### config.mk
export PLATFORM = sky130hd
export DESIGN_NAME = rau_fifo
export DESIGN_NICKNAME = d
export VERILOG_FILES = /design/src/design/rau_pkg.sv /design/src/design/rau_fifo.sv
export SDC_FILE = /design/constraint.sdc
export NUM_CORES = 1
export LEC_CHECK = 0
export BUFFER_PORTS_ARGS = -buffer_cell sky130_fd_sc_hd__buf_4
export CORE_ASPECT_RATIO = 1.2
export CORE_MARGIN = 2
export CORE_UTILIZATION = 50
export CTS_BUF_LIST = sky130_fd_sc_hd__clkbuf_16
export CTS_CLUSTER_DIAMETER = 60
export DETAILED_ROUTE_END_ITERATION = 8
export PLACE_DENSITY = 0.76
export SETUP_SLACK_MARGIN = 0.05
export SYNTH_ARGS = -nofsm -noshare
export SYNTH_HDL_FRONTEND = slang
export SYNTH_SLANG_ARGS = --single-unit
export TNS_END_PERCENT = 20
### constraint.sdc
create_clock -name clk -period 19.4 [get_ports clk]
set_clock_uncertainty 0.05 [all_clocks]
set_input_delay 1.94 -clock clk [delete_from_list [all_inputs] [get_ports clk]]
set_output_delay 1.94 -clock clk [all_outputs]
set_load 0.02 [all_outputs]
### src/design/rau_pkg.sv
// Shared types, opcodes and constants for the rational arithmetic unit.
package rau_pkg;

	localparam int WIDTH_DEF = 32;
	localparam int FW        = 32;          // operand field width
	localparam int DW        = 2 * FW;      // exact intermediate width
	localparam int CMD_W     = 4;
	localparam int IN_BITS   = CMD_W + 5 * FW;
	localparam int IN_TDATA_W  = ((IN_BITS + 7) / 8) * 8;
	localparam int OUT_TDATA_W = 64;

	localparam logic [CMD_W-1:0] CMD_ADD    = 4'd0;
	localparam logic [CMD_W-1:0] CMD_SUB    = 4'd1;
	localparam logic [CMD_W-1:0] CMD_MUL    = 4'd2;
	localparam logic [CMD_W-1:0] CMD_DIV    = 4'd3;
	localparam logic [CMD_W-1:0] CMD_MULINT = 4'd4;
	localparam logic [CMD_W-1:0] CMD_DIVINT = 4'd5;
	localparam logic [CMD_W-1:0] CMD_INV    = 4'd6;
	localparam logic [CMD_W-1:0] CMD_ABS    = 4'd7;
	localparam logic [CMD_W-1:0] CMD_NEG    = 4'd8;

	// Numerator = p0x*p0y (+/-) p1x*p1y, denominator = dx*dy, all magnitudes.
	typedef struct packed {
		logic [FW-1:0] p0x;
		logic [FW-1:0] p0y;
		logic [FW-1:0] p1x;
		logic [FW-1:0] p1y;
		logic [FW-1:0] dx;
		logic [FW-1:0] dy;
		logic          s0;
		logic          s1;
		logic          sd;
	} rau_op_t;

	typedef enum logic [2:0] {
		ST_IDLE, ST_MUL0, ST_MUL1, ST_MUL2, ST_SUM, ST_GCD, ST_DIV, ST_OUT
	} rau_state_t;

endpackage

### src/design/rau_fifo.sv
// Two-entry queue between the front end and the arithmetic sequencer.
module rau_fifo (
	input  logic             clk,
	input  logic             arst_n,
	input  logic             push,
	input  rau_pkg::rau_op_t wdata,
	output logic             full,
	input  logic             pop,
	output logic             valid,
	output rau_pkg::rau_op_t rdata
);
	import rau_pkg::*;

	rau_op_t    mem_q [2];
	logic       wp_q, rp_q;
	logic [1:0] cnt_q;

	assign full  = (cnt_q == 2'd2);
	assign valid = (cnt_q != 2'd0);
	assign rdata = mem_q[rp_q];

	always_ff @(posedge clk) begin
		if (push) begin
			mem_q[wp_q] <= wdata;
		end
	end

	always_ff @(posedge clk or negedge arst_n) begin
		if (!arst_n) begin
			wp_q  <= 1'b0;
			rp_q  <= 1'b0;
			cnt_q <= 2'd0;
		end else begin
			if (push) begin
				wp_q <= ~wp_q;
			end
			if (pop) begin
				rp_q <= ~rp_q;
			end
			cnt_q <= cnt_q + 2'(push) - 2'(pop);
		end
	end

endmodule

* Word level (Yosys, flattened, before mapping)
Memories as Yosys holds them, arrays and structs flattened. Index checks and enable logic that the tools add are counted.
Word-level totals: register bits after elaboration 4, RAM bits 390, input bits 199, output and inout bits 197, word-level logic and storage cells 12, memories kept 1
Memory list:
- mem_q | depth 2, width 195, rd ports 1, clocked after Yosys merged registers in 0, write ports 1, line rau_fifo.sv:14 | rau_op_t mem_q [2];
Cells by class: $add $sub $neg 2, eq/ne operators 1, multiplexer cells 2, bitwise gates (word level) 2, reduce and logical (&&, ||, !) cells 1
Operators with widths (number):
- $add A2 B1 Y2 | 1
- $eq A2 B2 Y1 const B | 1
- $mux W1 | 2
- $not A1 Y1 | 2
- $reduce_bool A2 Y1 | 1
- $sub A2 B1 Y2 | 1

* Depth between registers and ports, before layout
depth in word-level cells 2, mapped depth 5, mapped depth without buffers 5

* Worst setup path after synthesis
Ideal clock, no wire load.
path type in2reg, start input push, end memory mem_q[0][0] (netlist name), enable pin, arrival 10350 ps, slack 8223 ps, cell stages on the path 1, buffers on the path 0, cells stage by stage nor2b_1
Between the ends: cells in the longest elaborated chain, start to end 2
RTL lines:
- start: declaration | line rau_fifo.sv:5 | input logic push,
- $mux W1 | line rau_fifo.sv:23 | if (push) begin
- $mux W1 (not written as such) | line rau_fifo.sv:24 | mem_q[wp_q] <= wdata;
- end: declaration | line rau_fifo.sv:14
No other way between the ends.

==> out/qor_table.md <==
| Result | Reported | Unit |
|:---|:---|:---|
| Placeable core region | 29440 | um^2 |
| Minimum clock period | 5.510 | ns |
| Net count of the finished layout | 1245 | - |
| Largest vdd supply drop | 0.0001242 | V |
| R2R Path Start | wp_q | - |
| Yosys top cell area share | 0.7887 | - |
| H-tree Lvls | 2 | - |
| Starting Density | 0.5044 | - |
| Maximum clock frequency | 181.5 | MHz |
| Leftover overflow at the end of global routing | 0 | - |
| Register bit count reported by yosys | 394 | - |
| Wire length of the first global-routing pass | 42280 | um |
| Area growth from synthesis to final layout | 30.43 | % |
| Count of pins over their slew limit | 0 | - |
| Number of setup buffers added after CTS | 0 | - |
| Worst Hold End | wp_q | - |
| Synthesized netlist cell count | 622 | - |
| Number of buffer cells added on primary ports | 395 | - |
| Post-layout total power | 0.002949 | W |
| Fin area | 19370 | um^2 |
| Run status | finished, final reports clean | - |
| RSZ-0062 raised after global routing | no | - |
| Number of cell instances on the worst register-to-register path | 3 | - |
| Die height | 192.8 | um |
| Clock-pin slew on the worst setup and hold paths | 0.06 | ns |
| Count of different cell masters after synthesis | 13 | - |
| Final-layout setup total negative slack | 0 | ns |
| Buffer levels on the longest clock path | 3 | - |
| Wire length reported by the detailed router | 29630 | um |
| R2R setup slack | 16.63 | ns |
| Maximum number of pins on one net before global-route repair | 74 | - |
| Die X | 161.3 | um |
| Routed Antenna Nets | 0 | - |
| Number of instances on the worst hold path | 1 | - |
| Overall via count from detail_route | 7293 | - |
| GR Util All Layers | 0.1807 | - |
| Post-route fraction of the period consumed by the critical path | 0.2840 | - |
| HPWL after DPL | 20540 | um |
| Power per standard cell area | 152.3 | nW/um^2 |
| Wirelength per Cell | 20.24 | um |
| Count of routing violations after the opening detailed-route iteration | 300 | - |
| Number of nets in the synthesized netlist | 823 | - |
| Per-cell via count in the routed design | 4.982 | - |
| Area of the die | 31100 | um^2 |
| Clock tree from TritonCTS | yes | - |
| Endpoint kind of the worst setup timing path | primary output | - |
| Worst slew pin tran | 1.116 | ns |
| Clock sink total | 394 | - |
| Quantity of hold-fixing buffers added after cts | 0 | - |
| Final hold violation count | 0 | - |
| Final Core Density | 0.6578 | - |
| Layout cell share with drive strength beyond 1 | 0.6091 | - |
| PostCTS Resize Cnt | 0 | - |
| Mean instance size in the synthesized netlist | 23.87 | um^2 |
| Layout fillers | 2018 | - |
| Routability congestion estimate from global placement | 0.7631 | - |
| Clock latency reported for the late side of the worst-skew pair | 0.51 | ns |
| Relative slew slack | 0.2562 | - |
| Number of antenna violations at the first check in global routing | 2 | - |
| Hold/Removal Path Class | reg -> reg | - |
| Endpoint of the lowest-slack register-to-register path | mem_q[0][48] | - |
| First-pass iteration count of the detailed router | 4 | - |
| Leakage power | 7.708 | nW |
| Maximum fanout along the worst path | 51 | - |
| Buffer cell driving the clock tree root | clkbuf_16 | - |
| Sequential element share of the synthesized area | 0.7955 | - |
| Number of endpoints failing setup at the final stage | 0 | - |
| Vias in the first global route | 7675 | - |
| Standard-cell rows | 69 | - |
| Synthesis Warnings | 0 | - |
| Ports placed on the boundary | 396 | - |
| Worst Setup Start Kind | flop | - |
| Largest area contributor in the synthesized netlist | edfxtp_1 | - |
| Data arrival, critical path | 3.52 | ns |
| Mapped cell area | 14850 | um^2 |
| Max cap viols | 0 | - |
| Worst Path Class, Setup | reg -> out | - |
| Cell types occupying the most area after synthesis | edfxtp_1 79%, mux2_4 14%, mux2_2 4.2% | - |
| Total cell area at the placement stage | 18160 | um^2 |
| Final routed DRC violation total | 0 | - |
| Source of the worst hold timing path | wp_q | - |
| Req. time, crit path | 17.41 | ns |
| Clock buffer count from CTS | 39 | - |
-- report_power, final --
group | internal [W] | leakage (nW) | switching [W]
Sequential | 0.00113 | 3.71 | 0.0000641
Clock | 0.000407 | 0.633 | 0.000287
Combinational | 0.000514 | 3.37 | 0.000545
-- state kept, by name, summed over array words and instances (netlist names) --
| signal | flops |
|---|---|
| rp_q | 1 |
| mem_q | 390 |
| wp_q | 1 |
| cnt_q | 2 |
-- cells by family (layout without fill, tap and decap cells) --
| logic type | count (synthesis) | after routing | share of synthesized area |
|---|---|---|---|
| adder cells (fa/ha/maj) | 2 | 2 | 0.001685 |
| XOR/XNOR | 3 | 3 | 0.002781 |
| buffers and inverters | 24 | 474 | 0.01508 |
| other | 0 | 2 | 0 |
| flip-flops | 394 | 394 | 0.7955 |
| multiplexers | 195 | 195 | 0.1833 |
| AND/OR/NAND/NOR | 4 | 4 | 0.001686 |
-- how the worst max path moves through the flow --
stage	from	end	slack, ns	depth (start not counted)
3_5_place_dp	rp_q	rdata[2]	14.37	4
4_1_cts	rp_q	rdata[3]	13.81	4
5_1_grt	rp_q	rdata[2]	13.71	4
6_report	rp_q	rdata[194]	13.89	4
3_3_place_gp	rp_q	rdata[194]	14.41	4
2_1_floorplan	push	mem_q[0][0]	8.22	1
-- synth_stat cells --
cell	instances
ha_1	2
mux2_4	140
edfxtp_1	390
xor2_1	2
buf_2	5
xor3_1	1
and2_1	1
mux2_2	55
nor2b_1	2
buf_6	17
inv_1	2
dfrtp_1	4
or2_2	1
-- cells in the final DEF (no fill, tap or decap) --
master,netlist,final
xor2_1,2,2
edfxtp_1,390,390
bufinv_16,0,2
ha_1,2,2
mux2_4,140,140
clkinv_1,0,7
clkinv_2,0,6
inv_8,0,1
mux2_2,55,55
nor2b_4,0,1
dfrtp_1,4,3
xor3_1,1,1
nor2b_1,2,1
or2_2,1,1
buf_4,0,403
dfrtp_4,0,1
diode_2,0,2
and2_4,0,1
inv_1,2,13
clkbuf_16,0,41
clkinvlp_4,0,1
-- layer usage --
layer	vias to the layer above	GRT usage	wire length, um
met3	80	0.04449	1880
met2	294	0.3388	16310
met1	3599	0.1849	9924
met5	-	0	0
met4	0	0.09650	1515
li1	3320	-	-
-- metrics by stage --
stage	setup slack [ns]	hold WS [ns]	cells
after detailed placement	14.37	0.4830	1393
after global placement	14.41	0.4799	1393
after CTS	13.81	0.4988	1462
after global routing	13.71	0.5074	1464
after floorplan	8.223	0.4055	622
final	13.89	0.4966	1464
-- final cells by class --
cell class | instances | area [um^2] | share of cell area
Inverter | 2 | 7.507 | 0.0003876
Timing Repair Buffer | 403 | 3025 | 0.1562
Clock buffer | 41 | 1026 | 0.05298
Sequential cell | 394 | 11820 | 0.6101
Antenna cell | 2 | 5.005 | 0.0002584
Multi-Input combinational cell | 204 | 2823 | 0.1458
Clock inverter | 28 | 176.4 | 0.009110
Tap cell | 390 | 488.0 | 0.02520
-- critical path: stages, from the launching register on --
cell	delay, ns
dfrtp_4	0.91
buf_4	0.72
buf_4	0.75
mux2_2	0.41
buf_4	0.16
(Power assumes the default switching activity.)
