## src/design/rau_pkg.sv

```systemverilog
// Shared types, opcodes and constants for the rational arithmetic unit.
package rau_pkg;

	localparam int WIDTH_DEF = 32;
	localparam int FW        = 32;          // operand field width
	localparam int DW        = 2 * FW;      // exact intermediate width
	localparam int CMD_W     = 4;
	localparam int IN_BITS   = CMD_W + 5 * FW;
	localparam int IN_TDATA_W  = ((IN_BITS + 7) / 8) * 8;
	localparam int OUT_TDATA_W = 64;

	localparam logic [CMD_W-1:0] CMD_ADD    = 4'd0;
	localparam logic [CMD_W-1:0] CMD_SUB    = 4'd1;
	localparam logic [CMD_W-1:0] CMD_MUL    = 4'd2;
	localparam logic [CMD_W-1:0] CMD_DIV    = 4'd3;
	localparam logic [CMD_W-1:0] CMD_MULINT = 4'd4;
	localparam logic [CMD_W-1:0] CMD_DIVINT = 4'd5;
	localparam logic [CMD_W-1:0] CMD_INV    = 4'd6;
	localparam logic [CMD_W-1:0] CMD_ABS    = 4'd7;
	localparam logic [CMD_W-1:0] CMD_NEG    = 4'd8;

	// Numerator = p0x*p0y (+/-) p1x*p1y, denominator = dx*dy, all magnitudes.
	typedef struct packed {
		logic [FW-1:0] p0x;
		logic [FW-1:0] p0y;
		logic [FW-1:0] p1x;
		logic [FW-1:0] p1y;
		logic [FW-1:0] dx;
		logic [FW-1:0] dy;
		logic          s0;
		logic          s1;
		logic          sd;
	} rau_op_t;

	typedef enum logic [2:0] {
		ST_IDLE, ST_MUL0, ST_MUL1, ST_MUL2, ST_SUM, ST_GCD, ST_DIV, ST_OUT
	} rau_state_t;

endpackage

```

## src/design/rau_front.sv

```systemverilog
// Front end: unpacks an input transaction and turns it into a multiply plan.
module rau_front (
	input  logic [rau_pkg::IN_TDATA_W-1:0] tdata,
	output rau_pkg::rau_op_t               op
);
	import rau_pkg::*;

	logic [CMD_W-1:0] cmd;
	logic [FW-1:0] an_m, ad_m, bn_m, bd_m, sc_m, t_m;
	logic          an_n, ad_n, bn_n, bd_n, sc_n, t_n;
	logic [FW-1:0] f_an, f_ad, f_bn, f_bd, f_sc;

	assign cmd  = tdata[CMD_W-1:0];
	assign f_an = tdata[CMD_W +: FW];
	assign f_ad = tdata[CMD_W + FW +: FW];
	assign f_bn = tdata[CMD_W + 2*FW +: FW];
	assign f_bd = tdata[CMD_W + 3*FW +: FW];
	assign f_sc = tdata[CMD_W + 4*FW +: FW];

	always_comb begin
		an_n = f_an[FW-1];
		an_m = an_n ? (~f_an + 1'b1) : f_an;
		ad_n = f_ad[FW-1];
		ad_m = ad_n ? (~f_ad + 1'b1) : f_ad;
		if (ad_m == '0) begin
			ad_m = FW'(1);
			ad_n = 1'b0;
		end
		bn_n = f_bn[FW-1];
		bn_m = bn_n ? (~f_bn + 1'b1) : f_bn;
		bd_n = f_bd[FW-1];
		bd_m = bd_n ? (~f_bd + 1'b1) : f_bd;
		if (bd_m == '0) begin
			bd_m = FW'(1);
			bd_n = 1'b0;
		end
		sc_n = f_sc[FW-1];
		sc_m = sc_n ? (~f_sc + 1'b1) : f_sc;
		t_m  = bn_m;
		t_n  = bn_n;
		if (t_m == '0) begin
			t_m = FW'(1);
			t_n = 1'b0;
		end
	end

	// Single-term results leave the second product at zero with a matching sign.
	always_comb begin
		op.p1x = '0;
		op.p1y = FW'(1);
		op.p0y = FW'(1);
		op.dy  = FW'(1);
		op.p0x = an_m;
		op.dx  = ad_m;
		op.s0  = an_n;
		op.sd  = ad_n;
		unique case (cmd)
			CMD_ADD, CMD_SUB: begin
				op.p0y = bd_m;
				op.s0  = an_n ^ bd_n;
				op.p1x = bn_m;
				op.p1y = ad_m;
				op.dy  = bd_m;
				op.sd  = ad_n ^ bd_n;
			end
			CMD_MUL: begin
				op.p0y = bn_m;
				op.s0  = an_n ^ bn_n;
				op.dy  = bd_m;
				op.sd  = ad_n ^ bd_n;
			end
			CMD_DIV: begin
				op.p0y = bd_m;
				op.s0  = an_n ^ bd_n;
				op.dy  = t_m;
				op.sd  = ad_n ^ t_n;
			end
			CMD_MULINT: begin
				op.p0y = sc_m;
				op.s0  = an_n ^ sc_n;
			end
			CMD_DIVINT: begin
				op.dy = sc_m;
				op.sd = ad_n ^ sc_n;
			end
			CMD_INV: begin
				op.p0x = ad_m;
				op.s0  = ad_n;
				op.dx  = an_m;
				op.sd  = an_n;
			end
			CMD_ABS: begin
				op.s0 = 1'b0;
				op.sd = 1'b0;
			end
			CMD_NEG: begin
				op.s0 = ~an_n;
			end
			default: begin
			end
		endcase
		op.s1 = (cmd == CMD_ADD) ? (bn_n ^ ad_n) :
			(cmd == CMD_SUB) ? (~bn_n ^ ad_n) : op.s0;
	end

endmodule

```

## config.mk

```make
export PLATFORM = sky130hd
export DESIGN_NAME = rau_front
export DESIGN_NICKNAME = d
export VERILOG_FILES = /design/src/design/rau_pkg.sv /design/src/design/rau_front.sv
export SDC_FILE = /design/constraint.sdc
export NUM_CORES = 1
export LEC_CHECK = 0
export BUFFER_PORTS_ARGS = -buffer_cell sky130_fd_sc_hd__buf_2
export CORE_AREA = 2 2 142 144
export DETAILED_ROUTE_END_ITERATION = 6
export DIE_AREA = 0 0 144 146
export PLACE_DENSITY = 0.66
export SLEW_MARGIN = 20
export SYNTH_ARGS = -nofsm -noshare
export SYNTH_HDL_FRONTEND = slang
export SYNTH_SLANG_ARGS = --single-unit
```

## constraint.sdc

```tcl
create_clock -name vclk -period 7.4
set_input_delay 0 -clock vclk [all_inputs]
set_output_delay 0 -clock vclk [all_outputs]
set_load 0.01 [all_outputs]
```

; ---- Yosys cells after proc, flatten, opt, wreduce, memory -nomap -nowiden
; Index checks and enable logic that the tools add are counted.
[totals]
elab_cells = 55
in_bits = 168
latchBits = 0
ff_bits = 0
mem_count = 0
output_inout_bits = 195
mem_bits_rw = 0
rom_bits = 0
[op_classes]
multipliers = 0
shifts = 0
div = 0
bitwise = 15
n_reduce_logical = 7
muxes = 20
order_cmp = 0
n_eq_ne = 8
n_addsub = 5
[ops]
columns = op, n
row1 = $mux W32, 10
row2 = $pmux W32 S3, 2
row3 = $add A32 B1 Y32 const B, 5
row4 = $not A32 Y32, 5
row5 = $logic_not A32 Y1, 3
row6 = $mux W64, 1
row7 = $eq A4 B3 Y1 const B, 4
row8 = $eq A4 B2 Y1 const B, 2
row9 = $xor A1 B1 Y1, 8
row10 = $pmux W1 S6, 1
row11 = $reduce_or A3 Y1, 2
row12 = $mux W1, 5
row13 = $pmux W1 S5, 1
row14 = $eq A4 B1 Y1 const B, 1
row15 = $eq A4 B4 Y1 const B, 1
row16 = $logic_not A4 Y1, 1
row17 = $not A1 Y1, 2
row18 = $reduce_or A2 Y1, 1

; ---- Logic depth before layout (Yosys ltp)
[depth]
ltp_word = 9
ltp_mapped = 14
ltp_nobuf = 12

; ---- Worst setup path after synthesis
; OpenSTA, ideal clock, no wires.
[synth_path]
path_type = input -> output
from = input tdata[37] (netlist bit)
to = output op[1] (netlist bit)
setup_slack_ns = 4.042
n_path_buf = 1
required_time_ns = 7.400
t_arrival_ns = 3.358
stages = 13
path_cell_list = inv_1 > ha_1 > or4b_1 > buf_2 > or4_4 > o41ai_2 > nor2b_1 > o32ai_1 > or4_4 > o41ai_4 > a221oi_2 > nor4_4 > o41ai_1
[synth_rtl]
columns = item, line
row1 = from (decl), rau_front.sv:3  ; input logic [rau_pkg::IN_TDATA_W-1:0] tdata,
row2 = to (decl), rau_front.sv:4  ; output rau_pkg::rau_op_t op

==> results_dict.tcl <==
set metrics [dict create \
    drt_iter0_markers 1085 \
    cp_cell_sequence "buf_2 -> nor4_1 -> nand3_1 -> o41ai_1 -> xor2_1 -> nand3_1 -> or4_1 -> o21ai_1 -> buf_4 -> o221ai_1 -> buf_2" \
    min_path_type "in -> out" \
    yosysSeqAreaShare_pct 0 \
    register_area_sq_um 0 \
    syn-cell-area_sq_um 6460 \
    fin_setup_tns_ps 0 \
    synth_top_family_by_area "simple AND/OR/NAND/NOR gates" \
    synth_top_area_share_pct 13.4 \
    pin_count 363 \
    path_class "in -> out" \
    fp.dieW_um 144 \
    syn_to_final_growth_pct 29.1 \
    p_switching_w 0.000371 \
    tightest_slew_ps 1110 \
    initial_core_util_pct 33.4 \
    core_sq_um 19300 \
    status "finished clean" \
    netlist.top_cell.by_area "xor2_1" \
    power.leakage_nw 3.70 \
    cp_data_required_time_ps 7400 \
    worstSetupEndpointType "output port" \
    synthMuxAreaShare_pct 7.61 \
    min_from "tdata[9]" \
    final-hold-violation-count 0 \
    synthTopCellsByArea "xor2_1 13%, xnor2_1 7.7%, nor2_1 7.5%" \
    path_delay_family "simple AND/OR/NAND/NOR gates" \
    cts_resized 0 \
    post-route-util_pct 43.2 \
    cp_num_cells 11 \
    port_buffers 359 \
    yosysMostFrequentCell "nor2_1" \
    avgRoutedWirePerCell_um 22.2 \
    place_congestion 0.944 \
    die-area_sq_um 21000 \
    cp_data_arrival_time_ps 4320 \
    synth.avg_cell_area_sq_um 6.37 \
    synthTopCellsByCount "130 x nor2_1, 110 x nand2_1, 99 x xor2_1, 66 x clkbuf_1, 65 x o21ai_0" \
    slew_viol_final 0 \
    syn_inst 1015 \
    drive_gt1_share_pct 30.1 \
    clockBufferCount 0 \
    num_vias 9541 \
    critPathMaxFanout 20 \
    post_cts_buffers 0 \
    p_sw_share_pct 64.8 \
    grt_max_degree 57 \
    grt_pass1_wl_mm 50.6 \
    yosys.area_share.simple_pct 33.2 \
    seq_power_share_pct 0 \
    hold_buffers 0 \
    drc 0 \
    rsz0062_at_grt "no" \
    crit_start "tdata[74]" \
    antenna_left 0 \
    gr-usage-all-layers_pct 30.6 \
    fin_cells 1568 \
    rows 51 \
    hpwl_mm 28.2 \
    dp_cells 1566 \
    ir_drop_mv 0.0346 \
    synth_warnings 0 \
    grt-ovfl-total 0 \
    fmax_ghz 0.232 \
    synth_cell_types 62 \
    n_sequential_cell 0 \
    die_h_um 146 \
    p_int_w 0.000201 \
    antenna_found_initial 3 \
    slowest_stage "nor4_1" \
    pwr_density_cell_nw_per_um2 68.5 \
    critPathBufInv 3 \
    p_comb_share_pct 100.0 \
    synthAdderAreaFrac_pct 0.968 \
    routed_wl_mm 34.7 \
    slew-limit-headroom_pct 25.8 \
    cap_violations 0 \
    finalCriticalPeriod_ps 4320 \
    viasPerCell 6.08 \
    pwr-share-clk_pct 0 \
    grt_pass1_vias 8364 \
    start_kind "primary input" \
    cp-endpoint "op[7]" \
    setup_viol 0 \
    syn_nets 1188 \
    cpPeakStageDelay_ps 860 \
    dr.pass1.iters 6 \
    synth_compound_area_share_pct 31.0 \
    synthXorXnorAreaFrac_pct 21.1 \
    finalCritPeriodShare_pct 58.3 \
    fin_nets 1476 \
]
[cell usage in the layout (no fill, tap or decap), drive strengths merged, types with 4 or more instances in the layout]
cell type  count
buf          364
nor2         130
nand2        110
xor2          99
o21ai         67
xnor2         57
o221ai        49
mux2i         48
o31ai         44
a21oi         40
or4           38
o41ai         31
nor3          26
inv           23
nand3         21
nor4          20
or3           19
o22a          10
or2            9
nand4          8
and2           8
nand2b         7
nand4b         7
a31oi          6
o211ai         6
a22oi          5
ha             5
o2111ai        4
nand3b         4
nor2b          4
or4b           4
[tightest hold or removal path, stage by stage]
cell and delay [ps]:
buf_2 90, xnor2_1 130, mux2i_1 70, buf_2 130
[power by group through the flow]
stage	Clock, W	Sequential [W]	Combinational, W
after floorplan	0	0	0.000308
after global placement	0	0	0.000554
after detailed placement	0	0	0.000559
after CTS	0	0	0.000561
after global routing	0.0000000000361	0	0.000613
final	0.0000000000361	0	0.000572
[kinds of logic (layout without fill, tap and decap cells)]
logic type                 Yosys count  after routing
other                                0              2
buffers and inverters              102            388
xor gates and xnor gates           156            156
and+or+nand+nor                    425            425
AOI/OAI and AO/OA                  278            278
muxes                               49             49
adders and majority gates            5              5
[metal layers]
metal / share of wire [%] / GRT usage [%]
met1: 38 / 38.5
met4: 4.0 / 9.31
met3: 10 / 5.43
met5: 0.037 / 0
met2: 47 / 52.6
[worst min-delay path by stage]
stage / end / slack, ps / depth (start not counted)
4_1_cts: op[163] / 420 / 4
5_1_grt: op[40] / 440 / 4
6_report: op[40] / 420 / 4
3_5_place_dp: op[163] / 420 / 4
3_3_place_gp: op[163] / 420 / 4
2_1_floorplan: op[67] / 130 / 2
[metrics by stage]
step / hold slack, ps / instance area, sq um / total power, W / worst slack [ps]
2_1_floorplan: 130 / 6460 / 0.000308 / 4040
3_3_place_gp: 421 / 8340 / 0.000554 / 3260
3_5_place_dp: 421 / 8340 / 0.000559 / 3250
4_1_cts: 422 / 8340 / 0.000561 / 3230
5_1_grt: 438 / 8350 / 0.000613 / 2830
6_report: 418 / 8350 / 0.000572 / 3080
[final cells by class]
type               count  area, sq um
inverters             24         90.1
multi-input cells    913         6090
fillers             2124        11000
repair buffers       364         1830
diodes                 2         5.00
well taps            265          332
(Power assumes the default switching activity.)
